**src/rtl/core/bpra_divider.sv**
```systemverilog
`default_nettype none

// unsigned restoring divider, one quotient bit per cycle
module bpra_divider #(
    parameter int unsigned NW = 39,
    parameter int unsigned DW = 7
) (
    input  wire logic          clk,
    input  wire logic          rst_n,
    input  wire logic          start,
    input  wire logic [NW-1:0] dividend,
    input  wire logic [DW-1:0] divisor,
    output logic               done,
    output logic      [NW-1:0] quotient
);

    localparam int unsigned CNT_W = $clog2(NW + 1);

    logic             busy_reg;
    logic             done_reg;
    logic [CNT_W-1:0] cnt_reg;
    logic [NW-1:0]    quo_reg;
    logic [DW-1:0]    rem_reg;
    logic [DW-1:0]    dvs_reg;
    logic [DW:0]      shifted;
    logic [DW:0]      diff;

    assign shifted = {rem_reg, quo_reg[NW-1]};
    assign diff    = shifted - {1'b0, dvs_reg};

    always_ff @(posedge clk or negedge rst_n)
    begin
        if (!rst_n)
        begin
            busy_reg <= 1'b0;
            done_reg <= 1'b0;
            cnt_reg  <= '0;
        end
        else
        begin
            done_reg <= 1'b0;
            if (start)
            begin
                busy_reg <= 1'b1;
                cnt_reg  <= '0;
            end
            else if (busy_reg)
            begin
                if (cnt_reg == CNT_W'(NW - 1))
                begin
                    busy_reg <= 1'b0;
                    done_reg <= 1'b1;
                end
                cnt_reg <= cnt_reg + 1'b1;
            end
        end
    end

    always_ff @(posedge clk)
    begin
        if (start)
        begin
            quo_reg <= dividend;
            rem_reg <= '0;
            dvs_reg <= divisor;
        end
        else if (busy_reg)
        begin
            if (!diff[DW])
            begin
                rem_reg <= diff[DW-1:0];
                quo_reg <= {quo_reg[NW-2:0], 1'b1};
            end
            else
            begin
                rem_reg <= shifted[DW-1:0];
                quo_reg <= {quo_reg[NW-2:0], 1'b0};
            end
        end
    end

    assign done     = done_reg;
    assign quotient = quo_reg;

endmodule

`default_nettype wire

```
**config.mk**
```make
export PLATFORM = sky130hd
export DESIGN_NAME = bpra_divider
export DESIGN_NICKNAME = d
export VERILOG_FILES = /design/src/rtl/core/bpra_divider.sv
export SDC_FILE = /design/constraint.sdc
export NUM_CORES = 1
export LEC_CHECK = 0
export BUFFER_PORTS_ARGS = -buffer_cell sky130_fd_sc_hd__buf_2
export CORE_MARGIN = 5
export CORE_UTILIZATION = 44
export DETAILED_ROUTE_END_ITERATION = 8
export GPL_ROUTABILITY_DRIVEN = 0
export PLACE_DENSITY = 0.81
export SETUP_SLACK_MARGIN = 0.3
export SYNTH_ARGS = -nofsm -noshare
export SYNTH_HDL_FRONTEND = slang
export SYNTH_SLANG_ARGS = --single-unit
```
**constraint.sdc**
```tcl
create_clock -name clk -period 5.95 [get_ports clk]
set_clock_uncertainty 0.1 [all_clocks]
set_input_delay 0.595 -clock clk [delete_from_list [all_inputs] [get_ports clk]]
set_output_delay 0.595 -clock clk [all_outputs]
set_load 0.01 [all_outputs]
```
Word-level counts from Yosys, hierarchy flattened. Cells that the tools add are included.

Memories kept: 0. Output and inout bits: 40. Memory bits (read-only): 0. Latch bits: 0. Register bits: 61. Input port bits: 49. Memory bits (writable): 0.

$mul: 0. Shifts and indexed selects: 0. Reductions and logical operators: 1. Mux-type cells: 12. $lt $le $gt $ge: 0. Add/subtract/negate cells: 2. Divide/modulo/power cells: 0. Eq/ne operators: 1. Bitwise logic cells: 0.

Operators with widths (number): 39-bit two-way mux (2); 6-bit two-way mux (2); 8-bit by 7-bit subtractor with 8-bit output (1); 1-bit two-way mux (7); 7-bit two-way mux (1); 6-bit by 1-bit adder with 6-bit output (second input constant) (1); 6-bit equality test (second input constant) (1); 2-bit nonzero test (1).

Logic depth before layout (Yosys ltp).
Depth after elaboration: 4. Depth in mapped cells: 9.

Worst setup path before layout. Ideal clock, no wire load.

Path kind: input -> register. From: in start. To: reg quo_reg[0] (netlist: quotient[0]) (enable). Arrival time: 1.927 ns. Slack: 3.529 ns. Stages on the path: 4. Path through: buf_2 > buf_1 > nor2_1 > inv_1.

Cells in the longest elaborated chain, start to end: 1.

RTL lines: start, declared (line 10) `input wire logic start,`; 2-bit nonzero test (no source line); end signal, assigned (line 63) `quo_reg <= dividend;`; end signal, assigned (line 72) `quo_reg <= {quo_reg[NW-2:0], 1'b1};`; end signal, assigned (line 77) `quo_reg <= {quo_reg[NW-2:0], 1'b0};`; end, declared (line 22) `logic [NW-1:0] quo_reg;`.

Every way passes these cells. A chain may end at the register's enable or synchronous reset.

Worst setup path after layout.
From: reg quo_reg[38] (netlist: quotient[38]). To: reg rem_reg[6].

Cells in the longest elaborated chain, start to end: 2.

RTL lines: 8-bit by 7-bit subtractor with 8-bit output (line 29) `assign diff = shifted - {1'b0, dvs_reg};`; 7-bit two-way mux (line 69) `if (!diff[DW])`; end signal, assigned (line 71) `rem_reg <= diff[DW-1:0];`; end signal, assigned (line 76) `rem_reg <= shifted[DW-1:0];`; end, declared (line 23) `logic [DW-1:0] rem_reg;`.

Every way passes these cells.

==> impl_metrics.env <==
export IMPL_start_kind="flip-flop"
export IMPL_path_class="reg2reg"
export IMPL_p_seq_frac=0.454
export IMPL_critPathLaunch="quotient[38]$_DFFE_PP_"
export IMPL_rows=29
export IMPL_clock_sinks=61
export IMPL_multiInputGateArea_um2=1110
export IMPL_swShare=0.249
export IMPL_cp_data_arrival_time_ns=2.58
export IMPL_maxCapViolCount=0
export IMPL_p_sw_uw=288
export IMPL_path_clk_slew_ns=0.07
export IMPL_dp_hpwl_um=4400
export IMPL_drc=0
export IMPL_ir_worst_vdd_mv=0.175
export IMPL_clock_power_share=0.394
export IMPL_cts_repair_resized=0
export IMPL_min_to="dvs_reg[5]$_DFFE_PP_"
export IMPL_power_frac_comb=0.152
export IMPL_largest_reg_flops=39
export IMPL_reg2reg_slack_ns=3.52
export IMPL_hold_start="divisor[5]"
export IMPL_cts_hold_buffers=1
export IMPL_dr_pass1_iters=4
export IMPL_grt_usage=0.152
export IMPL_synth_top_area_cell="edfxtp_1"
export IMPL_setup_tns_ns=0
export IMPL_whs_ns=0.333
export IMPL_power_uw=1160
export IMPL_synth_main_ff_cell="edfxtp_1"
export IMPL_vias_per_cell=5.37
export IMPL_io_buffers=88
export IMPL_setup_viol=0
export IMPL_grt_first_pass_wirelength_um=10100
export IMPL_r2r_cells=9
export IMPL_routedWlPerCell_um=16.4
export IMPL_yosysWarnings=0
export IMPL_syn_area_um2=2910
export IMPL_die_x_um=91.3
export IMPL_antenna_found_initial=0
export IMPL_r2r_start="quotient[38]$_DFFE_PP_"
export IMPL_p_leak_uw=0.00157
export IMPL_synth_cells=214
export IMPL_fillers=505
export IMPL_drt_antenna_violating_nets=0
export IMPL_fmax_mhz=412
export IMPL_cp_required_ns=6.10
export IMPL_power_density_nw_per_um2=314
export IMPL_core_um2=6390
export IMPL_rsz0062_at_grt="no"
export IMPL_p_int_uw=868
export IMPL_cts_buffer_depth=2
export IMPL_postLayoutCoreUtil=0.577
export IMPL_synth_area_top_cells="edfxtp_1, mux2_2, dfrtp_1"
export IMPL_first_global_vias=2158
export IMPL_worstHoldPathCells=1
export IMPL_fin_nets=367
export IMPL_slew_viol_final=0
export IMPL_seq_area_frac_synth=0.592
export IMPL_clockRootBuffer="clkbuf_8"
export IMPL_hold_viol_final=0
export IMPL_yosysTopAreaCellShare=0.475
export IMPL_overflow=0
export IMPL_min_path_type="in2reg"
export IMPL_worstPathMaxFanout=3
export IMPL_r2r_end="rem_reg[6]$_SDFFE_PP0P_"
export IMPL_fin_crit_ns=2.43
export IMPL_synthTopCellsByCount="edfxtp_1, mux2_2, nor2_1, inv_1, ha_1"
export IMPL_end_kind="flip-flop"
export IMPL_post_cts_setup_buffer_count=0
export IMPL_placedCellCount=373
export IMPL_vias=2094
export IMPL_grt_max_degree=65
export IMPL_num_antenna_cells=0
export IMPL_yosys_cell_types_count=42
export IMPL_drt_iter0_markers=164
export IMPL_relSlewSlack=0.506
export IMPL_ys_ff_latch=61
export IMPL_wirelength_um=6380
export IMPL_synthToLayoutAreaGrowth_pct=26.7
export IMPL_seq_area_um2=1720
export IMPL_die_h_um=91.3
export IMPL_clk_insertion_delay_late_ns=0.34
export IMPL_syn_avg_cell_area_um2=13.6
export IMPL_synth_edf_count=46
export IMPL_finalCritPeriodShare=0.408
export IMPL_die_area_um2=8340
export IMPL_async_reset_ff_frac=0.131
export IMPL_numCtsBuffers=9
export IMPL_syn_num_nets=273
export IMPL_synth_most_common_cell="edfxtp_1"
export IMPL_fin_cells=390
export IMPL_cts_tree="done"
export IMPL_worstMarginPinSlew_ns=0.741
export IMPL_htreeDepth=3
export IMPL_boundaryPins=89
export IMPL_status="finished, final reports clean"
export IMPL_initial_utilization=0.456
export IMPL_drive_gt1_frac=0.479
## cells by family (layout without fill, tap and decap cells)
family / after synthesis / count (layout) / synth area share
flops: 61 / 61 / 0.592
simple gates: 43 / 43 / 0.0740
mux: 38 / 38 / 0.147
compound gates: 36 / 36 / 0.0955
buf+inv: 19 / 118 / 0.0249
fa+ha+maj: 10 / 10 / 0.0456
xor+xnor: 7 / 7 / 0.0211
## critical path, cell delays in order, from the launching register on
cell,delay (ns)
edfxtp_1,0.39
inv_1,0.10
ha_1,0.16
inv_1,0.05
fa_1,0.40
a211o_1,0.32
a2111oi_0,0.33
nand3b_1,0.16
nand3_1,0.09
a311oi_1,0.25
## power by group through the flow
stage	registers [uW]	clock network, uW	logic [uW]
floorplan	544	0	96.0
global placement	534	0	170
detailed placement	533	0	174
CTS	525	467	177
global route	530	484	193
finish	525	456	176
## worst max path at each step
stage,slack (ns),end
4_1_cts,3.53,rem_reg[6]$_SDFFE_PP0P_
3_3_place_gp,3.58,quotient[26]$_DFFE_PP_
6_report,3.52,rem_reg[6]$_SDFFE_PP0P_
5_1_grt,3.37,rem_reg[6]$_SDFFE_PP0P_
2_1_floorplan,3.53,quotient[0]$_DFFE_PP_
3_5_place_dp,3.53,rem_reg[6]$_SDFFE_PP0P_
## layer usage
layer	up-vias	share of wire	global-route usage
met5	-	0	0
met4	0	0.021	0.0758
met3	15	0.11	0.0661
met2	107	0.47	0.230
met1	971	0.40	0.186
li1	1001	-	-
## cells in the final DEF, fill, tap and decap left out, types with 5 or more instances in the layout
master    instances
o21ai_0           7
dfxtp_1           7
dfrtp_1           8
ha_1              9
inv_1            11
mux2_2           38
a21oi_1           5
buf_2            88
clkbuf_8          9
nand3_1           5
a311oi_1          6
nor2_1           15
nand2_1           7
xor2_1            5
edfxtp_1         46
## through the flow
| stage | area (um2) | setup slack, ns |
|---|---|---|
| after floorplan | 2910 | 3.53 |
| after global placement | 3430 | 3.58 |
| after detailed placement | 3430 | 3.53 |
| after CTS | 3690 | 3.53 |
| after global routing | 3690 | 3.37 |
| final | 3690 | 3.52 |
## area by class of cell
class	instances	share of cell area
clock buffers	9	0.0336
well taps	77	0.0261
repair buffers	91	0.126
inverters	11	0.0112
clock inverters	7	0.0333
multi-input cells	134	0.302
flip-flops and latches	61	0.467
(Power assumes the default switching activity.)
