===== src/rtl/core/bpra_pkg.sv =====
`default_nettype none

package bpra_pkg;

    // configuration register indexes
    typedef enum logic [1:0] {
        REG_BATTERY_COUNT  = 2'd0,
        REG_VOLTAGE_OFFSET = 2'd1,
        REG_VOLTAGE_SCALE  = 2'd2,
        REG_WINDOW_SIZE    = 2'd3
    } cfg_index_t;

    typedef enum logic [2:0] {
        ST_IDLE,
        ST_CALC,
        ST_WRITE,
        ST_SUM,
        ST_DIVGO,
        ST_DIVWAIT,
        ST_OUT
    } state_t;

    typedef enum logic [1:0] {
        SEL_VOLTAGE,
        SEL_CURRENT,
        SEL_POWER
    } mean_sel_t;

    localparam int unsigned ROW_W = 3;
    localparam int unsigned ROWS  = 8;

    // current channel calibration, Q1.13 offsets and Q6.16 gain
    localparam logic [13:0] CAL_OFFSET_DEFAULT = 14'd2650;
    localparam logic [13:0] CAL_OFFSET_FOUR    = 14'd13238;
    localparam logic [21:0] CAL_GAIN           = 22'd2482425;

    localparam logic [13:0] CAL_OFFSET_ROM [ROWS] = '{
        CAL_OFFSET_DEFAULT, CAL_OFFSET_DEFAULT, CAL_OFFSET_DEFAULT, CAL_OFFSET_FOUR,
        CAL_OFFSET_DEFAULT, CAL_OFFSET_DEFAULT, CAL_OFFSET_DEFAULT, CAL_OFFSET_DEFAULT
    };
    localparam logic [21:0] CAL_GAIN_ROM [ROWS] = '{
        CAL_GAIN, CAL_GAIN, CAL_GAIN, CAL_GAIN, CAL_GAIN, CAL_GAIN, CAL_GAIN, CAL_GAIN
    };

    localparam logic [3:0]  BATTERY_COUNT_RESET  = 4'd4;
    localparam logic [23:0] VOLTAGE_SCALE_RESET  = 24'd65536;
    localparam logic [6:0]  WINDOW_SIZE_RESET    = 7'd10;

    localparam int unsigned ADC_FRAC   = 13;
    localparam int unsigned RESULT_FRAC = 16;

    // battery counts outside one to eight fall back to row four
    function automatic logic [ROW_W-1:0] cal_row(input logic [3:0] count);
        logic [3:0] row;
        row = count - 4'd1;
        if (count >= 4'd1 && count <= 4'd8) begin
            cal_row = row[ROW_W-1:0];
        end
        else begin
            cal_row = ROW_W'(3);
        end
    endfunction

endpackage

`default_nettype wire


===== src/rtl/core/bpra_calib.sv =====
`default_nettype none

module bpra_calib (
    input  wire logic               clk,
    input  wire logic               rst_n,
    input  wire logic               start,
    input  wire logic [15:0]        current_sense,
    input  wire logic [15:0]        voltage_sense,
    input  wire logic [3:0]         battery_count,
    input  wire logic signed [15:0] voltage_offset,
    input  wire logic [23:0]        voltage_scale,
    output logic                    done,
    output logic signed [31:0]      current,
    output logic signed [31:0]      voltage,
    output logic signed [31:0]      power
);
    import bpra_pkg::*;

    // divide by 2^s rounding toward zero
    function automatic logic signed [63:0] shift_trunc(input logic signed [63:0] v,
                                                       input int unsigned s);
        logic signed [63:0] bias;
        bias = v[63] ? ((64'sd1 <<< s) - 64'sd1) : 64'sd0;
        shift_trunc = (v + bias) >>> s;
    endfunction

    function automatic logic signed [31:0] sat32(input logic signed [63:0] v);
        if (v > 64'sd2147483647)
        begin
            sat32 = 32'sh7FFF_FFFF;
        end
        else if (v < -64'sd2147483648)
        begin
            sat32 = 32'sh8000_0000;
        end
        else
        begin
            sat32 = v[31:0];
        end
    endfunction

    logic [3:0]                stage_reg;
    logic [ROW_W-1:0]          row;
    logic signed [17:0]        cdiff;
    logic signed [17:0]        vdiff;
    logic signed [40:0]        cprod_reg;
    logic signed [42:0]        vprod_reg;
    logic signed [63:0]        pprod_reg;
    logic signed [31:0]        cur_reg;
    logic signed [31:0]        volt_reg;
    logic signed [31:0]        pwr_reg;

    assign row   = cal_row(battery_count);
    assign cdiff = $signed({2'b00, current_sense}) - $signed({4'b0000, CAL_OFFSET_ROM[row]});
    assign vdiff = $signed({2'b00, voltage_sense}) - 18'(voltage_offset);

    always_ff @(posedge clk or negedge rst_n)
    begin
        if (!rst_n)
        begin
            stage_reg <= '0;
        end
        else
        begin
            stage_reg <= {stage_reg[2:0], start};
        end
    end

    always_ff @(posedge clk)
    begin
        if (start)
        begin
            cprod_reg <= cdiff * $signed({1'b0, CAL_GAIN_ROM[row]});
            vprod_reg <= vdiff * $signed({1'b0, voltage_scale});
        end
        if (stage_reg[0])
        begin
            cur_reg  <= sat32(shift_trunc(64'(cprod_reg), ADC_FRAC));
            volt_reg <= sat32(shift_trunc(64'(vprod_reg), ADC_FRAC));
        end
        if (stage_reg[1])
        begin
            pprod_reg <= cur_reg * volt_reg;
        end
        if (stage_reg[2])
        begin
            pwr_reg <= sat32(shift_trunc(pprod_reg, RESULT_FRAC));
        end
    end

    assign done    = stage_reg[3];
    assign current = cur_reg;
    assign voltage = volt_reg;
    assign power   = pwr_reg;

endmodule

`default_nettype wire


===== config.mk =====
export PLATFORM = sky130hd
export DESIGN_NAME = bpra_calib
export DESIGN_NICKNAME = d
export VERILOG_FILES = /design/src/rtl/core/bpra_pkg.sv /design/src/rtl/core/bpra_calib.sv
export SDC_FILE = /design/constraint.sdc
export NUM_CORES = 2
export LEC_CHECK = 0
export ABC_CLOCK_PERIOD_IN_PS = 20300
export BUFFER_PORTS_ARGS = -buffer_cell sky130_fd_sc_hd__buf_2
export CORE_MARGIN = 3
export CORE_UTILIZATION = 40
export CTS_BUF_LIST = sky130_fd_sc_hd__clkbuf_4
export CTS_CLUSTER_SIZE = 28
export DETAILED_ROUTE_END_ITERATION = 10
export PLACE_DENSITY_LB_ADDON = 0.05
export SLEW_MARGIN = 20
export SYNTH_ARGS = -nofsm -noshare
export SYNTH_HDL_FRONTEND = slang
export SYNTH_SLANG_ARGS = --single-unit

===== constraint.sdc =====
create_clock -name clk -period 20.3 [get_ports clk]
set_input_delay 0 -clock clk [delete_from_list [all_inputs] [get_ports clk]]
set_output_delay 0 -clock clk [all_outputs]
set_load 0.1 [all_outputs]

== Yosys cells after proc, flatten, opt, wreduce, memory -nomap -nowiden ==
Memory sizes are Yosys's and may differ from the RTL's.
Cells that the tools add are included.

* Add/subtract/negate cells: 6
* $mul: 3
* Order comparisons: 9
* Muxes and demuxes: 11
* Bitwise gates (word level): 1
* Reductions and logical operators: 1

{| class="wikitable"
|+ Operators by type and width
! operator !! count
|-
| 2-to-1 mux 32 bit || 3
|-
| adder 64 x 17 -> 64 bit || 1
|-
| multiplier 32 x 32 -> 64 bit || 1
|-
| > comparator 48 x 32 -> 1 bit (second input constant) || 1
|-
| < comparator 48 x 32 -> 1 bit (second input constant) || 1
|-
| adder 43 x 14 -> 44 bit || 1
|-
| 2-to-1 mux 22 bit || 2
|-
| multiplier 18 x 25 -> 43 bit || 1
|-
| adder 40 x 14 -> 41 bit || 1
|-
| multiplier 17 x 23 -> 40 bit || 1
|-
| > comparator 28 x 32 -> 1 bit (second input constant) || 1
|-
| > comparator 31 x 32 -> 1 bit (second input constant) || 1
|-
| < comparator 28 x 32 -> 1 bit (second input constant) || 1
|-
| < comparator 31 x 32 -> 1 bit (second input constant) || 1
|-
| 2-to-1 mux 14 bit || 2
|-
| 2-to-1 mux 13 bit || 2
|-
| subtractor 17 x 16 -> 18 bit || 1
|-
| subtractor 16 x 14 -> 17 bit || 1
|-
| 2-to-1 mux 16 bit || 1
|-
| >= comparator 4 x 1 -> 1 bit (second input constant) || 1
|-
| >= comparator 4 bit (second input constant) || 1
|-
| <= comparator 4 bit (second input constant) || 1
|-
| NOT 3 -> 4 bit || 1
|-
| 2-to-1 mux 3 bit || 1
|-
| other kinds (2) || 2
|}

* Flip-flop bits (word level): 247
* Bits in read-only memories: 288
* Bits of input ports: 79
* Output and inout port bits: 97
* Memories kept: 2

{| class="wikitable"
|+ Memories
! memory !! depth !! bits a word !! rd ports !! clocked after Yosys merged registers in !! wr ports !! line !! RTL
|-
| (no name shown) || 8 || 22 || 1 || 0 || 0 || bpra_calib.sv:73 || <nowiki>cprod_reg <= cdiff * $signed({1'b0, CAL_GAIN_ROM[row]});</nowiki>
|-
| (no name shown) || 8 || 14 || 1 || 0 || 0 || bpra_calib.sv:54 || <nowiki>assign cdiff = $signed({2'b00, current_sense}) - $signed({4'b0000, CAL_OFFSET_ROM[row]});</nowiki>
|}

== Logic depth before layout (Yosys ltp) ==
* Word-level depth: 9
* Depth in mapped cells: 43
* Depth with buffers taken out: 43

== Least setup slack after synthesis ==
No wires, ideal clock.

* Path type: input to register
* Start point: input battery_count[0]
* End point: register cprod_reg[39] (netlist name)
* Arrival: 8.700 ns
* Setup slack: 11.294 ns
* Stages on the path: 39
* Path buffers: 0
* Cell sequence: inv_1 -> ha_1 -> nand2b_1 -> nor3_1 -> a21oi_1 -> o31a_1 -> inv_1 -> ha_1 -> a21oi_1 -> o21bai_1 -> a21o_1 -> a21o_1 -> a21oi_1 -> o21bai_1 -> a21oi_1 -> nor2_1 -> nor4bb_1 -> fa_1 -> [... 3 more ...] -> fa_1 -> inv_1 -> fa_1 -> fa_1 -> inv_1 -> fa_1 -> ha_1 -> and4_1 -> and3_1 -> a31oi_1 -> o21ai_0 -> nor2_1 -> a221o_1 -> o21ai_0 -> o31a_1 -> a311oi_1 -> a21oi_1 -> xor2_1

* Cells in the longest elaborated chain, start to end: 9
* Elaborated cells between the ends (all ways): 14
* Classes of those cells: 2 x add/sub; 1 x mul; 2 x order compare; 5 x mux; 1 x bitwise; 1 x reduce/logical; 2 x memory

{| class="wikitable"
|+ Ends and longest elaborated chain
! item !! line !! RTL
|-
| from (decl) || bpra_calib.sv:9 || <nowiki>input wire logic [3:0] battery_count,</nowiki>
|-
| >= comparator 4 x 1 -> 1 bit or <= comparator 4 bit (tied branches) || bpra_pkg.sv:56 || <nowiki>if (count >= 4'd1 && count <= 4'd8) begin</nowiki>
|-
| logical AND 1 bit || bpra_pkg.sv:56 ||
|-
| 2-to-1 mux 3 bit (*) || bpra_pkg.sv:56 ||
|-
| NOT 3 -> 4 bit (not written as such) (*) || bpra_calib.sv:54, bpra_calib.sv:73 ||
|-
| memory read (8 x 14 bit) || -- ||
|-
| 2-to-1 mux 14 bit (not written as such) (2 in series) || bpra_calib.sv:54 ||
|-
| subtractor 16 x 14 -> 17 bit || bpra_calib.sv:54 ||
|-
| multiplier 17 x 23 -> 40 bit (*) || bpra_calib.sv:73 ||
|}

Every way passes the cells marked *; elsewhere a longest branch is shown, timed or not. The select of a mux whose other input is x is not followed.
A chain may end at the register's enable or synchronous reset.

== Worst setup path in the final report ==
* Start point: input battery_count[0]
* End point: register cprod_reg[39] (netlist name)

* Cells in the longest elaborated chain, start to end: 9
* Elaborated cells between the ends (all ways): 14
* Classes of those cells: 2 x add/sub; 1 x mul; 2 x order compare; 5 x mux; 1 x bitwise; 1 x reduce/logical; 2 x memory

{| class="wikitable"
|+ Ends and longest elaborated chain
! item !! line
|-
| >= comparator 4 x 1 -> 1 bit or <= comparator 4 bit (tied branches) || bpra_pkg.sv:56
|-
| logical AND 1 bit || bpra_pkg.sv:56
|-
| 2-to-1 mux 3 bit (*) || bpra_pkg.sv:56
|-
| NOT 3 -> 4 bit (not written as such) (*) || bpra_calib.sv:54, bpra_calib.sv:73
|-
| memory read (8 x 14 bit) || --
|-
| 2-to-1 mux 14 bit (not written as such) (2 in series) || bpra_calib.sv:54
|-
| subtractor 16 x 14 -> 17 bit || bpra_calib.sv:54
|-
| multiplier 17 x 23 -> 40 bit (*) || bpra_calib.sv:73
|}

Marked as above.

==> flow_summary.toml <==
[setup_path]
cp_max_fo = 9
slowest_stage = "dlygate4sd3_1"
worstPathRequired_ns = 20.92
slowest_delay_ns = 0.58
crit_type = "in -> reg"
cp-end-kind = "register"
crit_arrival_ns = 10.06
start_kind = "input port"
ff2ff_setup_slack_ns = 11.04

[place]
gp_congestion = 0.837
placedCellCount = 9167
place_ws_ns = 10.55
hpwl_um = 142000
placed_cell_area_um2 = 70300
port_buffers = 175

[floorplanning]
start_util_pct = 40.4
die_area_um2 = 172000
rows = 149
die_h_um = 415
die_w_um = 415
ioPinCount = 176
core-area_um2 = 166000

[logic_synthesis]
yosys-top-cells-area = "fa_1 (46%), edfxtp_1 (11%), ha_1 (10%)"
synth.distinct_cells = 78
async_flop_share_pct = 1.64
synth_edf_count = 240
postSynthNetCount = 9161
avgSynthCellArea_um2 = 9.58
yosysTopAreaCell = "fa_1"
synth-seq-cells = 244
yosysMostFrequentCell = "inv_1"
seq_area_frac_synth_pct = 10.9
synth_top_cell_area_share_pct = 46.0
synth_flop_cell = "edfxtp_1"
synth_area_um2 = 66900
ys_warn_count = 0
synthCells = 6990
synthTopCellsByCount = "inv_1 (1,783), fa_1 (1,537), nand2_1 (1,011)"

[global_route]
antenna_found_initial = 4
grt_max_degree = 65
grt_pass1_vias = 49500
grt_pass1_wl_um = 282000
grt_overflow = 0
grt.total_usage_pct = 20.8

[final_layout]
area_growth_pct = 6.72
nFillCells = 16400
final_cell_area_um2 = 71400
drive_above_1_share_pct = 6.40
fin_nets = 9245
instances_no_fill = 9322
largest_reg_flops = 64

[drt]
vias_per_cell = 4.84
dr_total_vias = 45100
drc = 0
drtIter0Drc = 2152
final_antenna_net_count = 0
drt_first_pass_iters = 7
wl_um = 173000
post_drt_wl_per_cell_um = 18.5

[cts]
cts.repair.resized = 0
h-tree-depth = 3
cts_max_path_buffers = 3
cts_root_buf = "clkbuf_4"
cts_setup_buffers = 0
clk_pin_slew_ns = 0.06
hold_buffers = 21
numCtsBuffers = 73
cts.sinks = 244
cts_tree = "done"
clock_latency_ns = 0.91

[sta]
fin_tns_setup_ns = 0
tightestPinTransition_ns = 0.850
maxSlewHeadroom_pct = 43.3
setup_viol = 0
hold_viol_final = 0
fmax_mhz = 106
setup_ws_ns = 10.85
min_period_ns = 9.45
finalClockSkew_ns = 0.118
drv_slew = 0
rsz0062_at_grt = "false"
period_share_pct = 46.5

[status]
status = "complete, no violations"

[min_path]
hold_class = "in -> reg"

[run]
max_cap_viol_count = 0
==> final timing paths <==
check,endpoint,depth (start not counted),from
setup / recovery,cprod_reg[39]$_DFFE_PP_,43,battery_count[0]
hold / removal,cprod_reg[38]$_DFFE_PP_,6,current_sense[13]
setup reg to reg,pprod_reg[63]$_DFFE_PP_,28,voltage[2]$_SDFFCE_PN1P_
hold reg to reg,stage_reg[3]$_DFF_PN0_,0,stage_reg[2]$_DFF_PN0_
max in group asynchronous,stage_reg[1]$_DFF_PN0_,3,rst_n
min in group asynchronous,stage_reg[0]$_DFF_PN0_,3,rst_n
==> cells in the final DEF (no fill, tap or decap), drive strengths merged, types with 31 or more instances in the layout <==
cell type / count
nand2: 1012
ha: 555
a21oi: 149
nand3: 60
buf: 268
o21ai: 117
nor2: 98
fa: 1537
edfxtp: 240
xor2: 81
nand2b: 68
nand4: 33
or2: 31
clkbuf: 99
and3: 32
xnor2: 176
and2: 405
a21o: 75
inv: 1787
==> worst max-delay path, delay by kind of cell <==
kind | cells | cell delay [ns]
XOR/XNOR | 1 | 0.16
adder cells (fa/ha/maj) | 9 | 3.45
AND/OR/NAND/NOR | 7 | 1.23
buffers and inverters | 10 | 1.96
AO/OA/AOI/OAI | 16 | 3.23
==> per-stage QoR <==
stage | hold slack (ns) | util (%)
3_3_place_gp | -0.109 | 42.4
3_5_place_dp | -0.110 | 42.4
4_1_cts | 0.00996 | 43.2
5_1_grt | 0.141 | 43.2
2_1_floorplan | -0.296 | -
6_report | 0.165 | 43.2
==> cell families (layout without fill, tap and decap cells) <==
family	after synthesis	count (layout)	synth area share, %
compound gates	499	499	4.76
simple gates	1835	1835	13.0
flops	244	244	10.9
other cells	0	3	0
mux	1	1	0.0150
xor+xnor	257	257	3.36
buf+inv	2062	2202	11.6
fa+ha+maj	2092	2092	56.3
==> cell type report <==
cell class | count | area, um2 | area share [%]
Inverter | 1783 | 6690 | 9.37
Timing Repair Buffer | 288 | 1770 | 2.48
Clock buffer | 99 | 743 | 1.04
Multi-Input combinational cell | 4684 | 52000 | 72.7
Tap cell | 2189 | 2740 | 3.83
Antenna cell | 3 | 7.51 | 0.0105
Sequential cell | 244 | 7310 | 10.2
Clock inverter | 32 | 211 | 0.296
==> metal layers <==
layer	GRT usage, %	wire length [um]	vias to the layer above	share of wire, %
met5	0	0	-	0
met4	4.29	3160	0	1.8
li1	-	-	20900	-
met3	2.03	6230	155	3.6
met1	31.0	85900	23300	50
met2	32.8	77600	780	45
Power is not shown: default switching activity piles up to over one toggle a cycle in this logic, so the estimate is an artifact.
